### src/design/fsgs_ram.sv
`default_nettype none

// Simple dual-port RAM: one write port, one read port, registered read data
// that holds its value while no read is requested.
module fsgs_ram #(
  parameter int unsigned Width = 64,
  parameter int unsigned Depth = 64
) (
  input  wire logic                     clk,
  input  wire logic                     we,
  input  wire logic [$clog2(Depth)-1:0] waddr,
  input  wire logic [Width-1:0]         wdata,
  input  wire logic                     re,
  input  wire logic [$clog2(Depth)-1:0] raddr,
  output logic      [Width-1:0]         rdata
);

  logic [Width-1:0] mem [Depth];

  // Write port.
  always_ff @(posedge clk) begin
    if (we) begin
      mem[waddr] <= wdata;
    end
  end

  // Registered read port.
  always_ff @(posedge clk) begin
    if (re) begin
      rdata <= mem[raddr];
    end
  end

endmodule

`default_nettype wire
### config.mk
export PLATFORM = sky130hd
export DESIGN_NAME = fsgs_ram
export DESIGN_NICKNAME = d
export VERILOG_FILES = /design/src/design/fsgs_ram.sv
export SDC_FILE = /design/constraint.sdc
export NUM_CORES = 2
export LEC_CHECK = 0
export BUFFER_PORTS_ARGS = -buffer_cell sky130_fd_sc_hd__buf_2
export CORE_MARGIN = 5
export CORE_UTILIZATION = 55
export DETAILED_ROUTE_END_ITERATION = 16
export GPL_TIMING_DRIVEN = 0
export PLACE_DENSITY = 0.71
export SETUP_SLACK_MARGIN = 0.15
export SYNTH_ARGS = -nofsm -noshare
export SYNTH_HDL_FRONTEND = slang
export SYNTH_SLANG_ARGS = --single-unit
### constraint.sdc
create_clock -name clk -period 7.7 [get_ports clk]
set_clock_uncertainty 0.15 [all_clocks]
set_input_delay 0.385 -clock clk [delete_from_list [all_inputs] [get_ports clk]]
set_output_delay 0.385 -clock clk [all_outputs]
set_load 0.02 [all_outputs]
==> impl_metrics.ini <==
[outcome]
outcome = finished with violations
failed_checks = max-capacitance violations, max-slew violations

[sta]
fin_crit_sh_pct = 53.7
slew_violations = 10
final_hold_viol_count = 0
max_slew.worst_pin.slew_ns = 1.54
timing.slew.headroom_pct = -3.04
rsz0062_at_grt = no
fmax_mhz = 242
worst_slack_ns = 3.57
tns_ns = 0
setup_viol = 0
min_period_ns = 4.13

[pwr]
p_comb_share_pct = 5.2
leakagePower_nw = 56.1
irDropWorstVdd_mv = 0.267
power.share.switching_pct = 21.3
intPower_w = 0.0370
p_per_area_nw_per_um2 = 262
power_switching_w = 0.00998
pwr-share-seq_pct = 53.6
clkPwrFrac_pct = 41.2

[placed_design]
io_buffers = 134
gp_congestion = 0.838
dp_slack_ns = 2.80
dpl-instance-area_sq_um = 167000
dp.cells = 10686
hpwlAfterDp_um = 272000

[die]
coreArea_sq_um = 285000
dieArea_sq_um = 296000
die_x_um = 544
rows = 196
pin_count = 143
die_y_um = 544
start_util_pct = 55.1

[yosys]
synth_cell_types = 32
synth-edff-count = 4160
synthTopCellsByArea = edfxtp_1 80%, mux4_2 15%, mux2i_1 0.86%
syn_nets = 6677
async_flop_share_pct = 0
ys_seq_area_share_pct = 79.6
yosysWarningCount = 0
synth.avg_cell_area_sq_um = 23.8
synth_area_leader_cell = edfxtp_1
synth-seq-cells = 4160
synth_top_area_share_pct = 79.6
synth_area_sq_um = 157000
synth_cells = 6598
synth_flop_cell = edfxtp_1

[final_layout]
regArea_sq_um = 125000
fin_nets = 7409
final_util_pct = 63.1
drive_above_1_share_pct = 29.1
layout_commonest_cell = edfxtp_1
final_cell_mix = 4,160 x edfxtp_1, 1,024 x mux4_2, 404 x clkbuf_16
area_delta_synth_final_pct = 14.4
fillers = 18048
multi_input_area_sq_um = 30700
design_area_sq_um = 180000
layoutNonFillerInstCount = 11434

[clocking]
cts_buffers = 397
cts_setup_buffers = 0
insertion_delay_ns = 0.91
cts_max_level = 5
cts_sinks = 4160
cts_root_buffer = clkbuf_16
cts_buffer_depth = 4
cts_hold_buf = 1
cts_tree = done
path_clk_slew_ns = 0.06
cts_resized = 0

[critical_path]
worst-path-stages = 9
cp-startpoint = raddr[2]
critPathMaxFanout = 10
ff2ff_path_depth = 5
cp-end-kind = register
crit_family = buffers and inverters
path_buf_inv = 5
cp.arrival_ns = 4.57
cp_slowest_stage_delay_ns = 0.79
required_ns = 8.14
r2r_start = mem[54][31]
critical_path_class = in2reg
worstPathCellList = buf_2 -> buf_4 -> buf_2 -> buf_2 -> buf_4 -> mux2i_1 -> o22ai_1 -> a31oi_1 -> a211oi_1
startpoint_type = primary input
slowest_stage = a211oi_1
cpMostUsedCell = buf_2

[run]
max-cap-violations = 1

[drt]
wirelength_um = 419000
vias = 77103
vias_per_cell = 6.74
antenna_left = 0
dr.pass1.iters = 6
drcViolationCount = 0
drtIter0Drc = 12678
wire_per_inst_um = 36.6

[global_route]
track_usage_pct = 28.4
met1_usage_pct = 39.1
grt_overflow = 0
grt_max_degree = 65
antenna_found_initial = 46
grt_pass1_vias = 77227
use_met3_pct = 7.39
grt_busiest_layer = met2
grt_use_met2_pct = 44.1
grt_pass1_wl_um = 588000

[min_path]
hold_depth = 1
hold_class = in2reg
min_from = wdata[61]
[final timing paths]
| path | end | slack (ns) |
|---|---|---|
| max | rdata[7] | 3.57 |
| min | mem[4][61] | 0.12 |
| max reg2reg | rdata[31] | 4.39 |
| min reg2reg | rdata[44] | 0.80 |
[flip-flops by register name, summed over array words and instances (netlist names)]
| register | count |
|---|---|
| mem | 4096 |
| rdata | 64 |
[stage by stage]
| step | total power (W) | hold slack, ns |
|---|---|---|
| after CTS | 0.0471 | 0.0530 |
| after global placement | 0.0280 | 0.681 |
| final | 0.0470 | 0.123 |
| after global routing | 0.0482 | 0.132 |
| after floorplan | 0.0269 | 0.334 |
| after detailed placement | 0.0281 | 0.681 |
[metal layers]
| metal | share of wire, % | wire, um | vias to the layer above |
|---|---|---|---|
| met4 | 4.6 | 19300 | 24 |
| met5 | 0.057 | 238 | - |
| met1 | 35 | 148000 | 40753 |
| met2 | 48 | 199000 | 5369 |
| met3 | 12 | 52000 | 905 |
| li1 | - | - | 30052 |
[synth_stat cells (2+ instances only)]
library cell and n:
and3_1 64, nor2_1 112, o22ai_1 83, nand4_1 2, buf_6 6, or2_2 28, clkbuf_1 140, a41oi_1 26
buf_1 20, nand3_1 45, a22o_1 88, edfxtp_1 4160, nand3b_1 2, o221ai_1 38, nor3_1 2, and2_1 3
nand2b_1 11, or3_1 29, inv_1 19, a2bb2oi_1 19, a22oi_1 168, mux4_2 1024, buf_2 170, nor2b_1 28
mux2i_1 135, a211oi_1 63, a31oi_1 18, buf_4 34, nand2_1 58
[final cells by class]
cell class,instances,share of cell area (%)
sequential,4160,69.6
multi-input combinational,2049,17.1
clock buffer,471,5.77
tap,3762,2.62
timing repair buffer,333,2.54
clock inverter,245,1.33
buffer,370,0.993
inverter,19,0.0397
antenna,25,0.0348
[power by group through the flow]
stage / clock (W) / sequential (W) / combinational, W
global placement: 0 / 0.0257 / 0.00230
finish: 0.0193 / 0.0252 / 0.00245
floorplan: 0 / 0.0257 / 0.00117
CTS: 0.0195 / 0.0252 / 0.00242
detailed placement: 0 / 0.0257 / 0.00240
global route: 0.0205 / 0.0252 / 0.00255
[cell families after synthesis]
kind of cell,Yosys count,share of synthesized area [%]
DFF,4160,79.6
muxes,1159,15.6
AOI/OAI and AO/OA,504,2.47
buffers and inverters,389,1.18
and+or+nand+nor,386,1.23
Note: power is estimated with default switching activity, not from simulation.
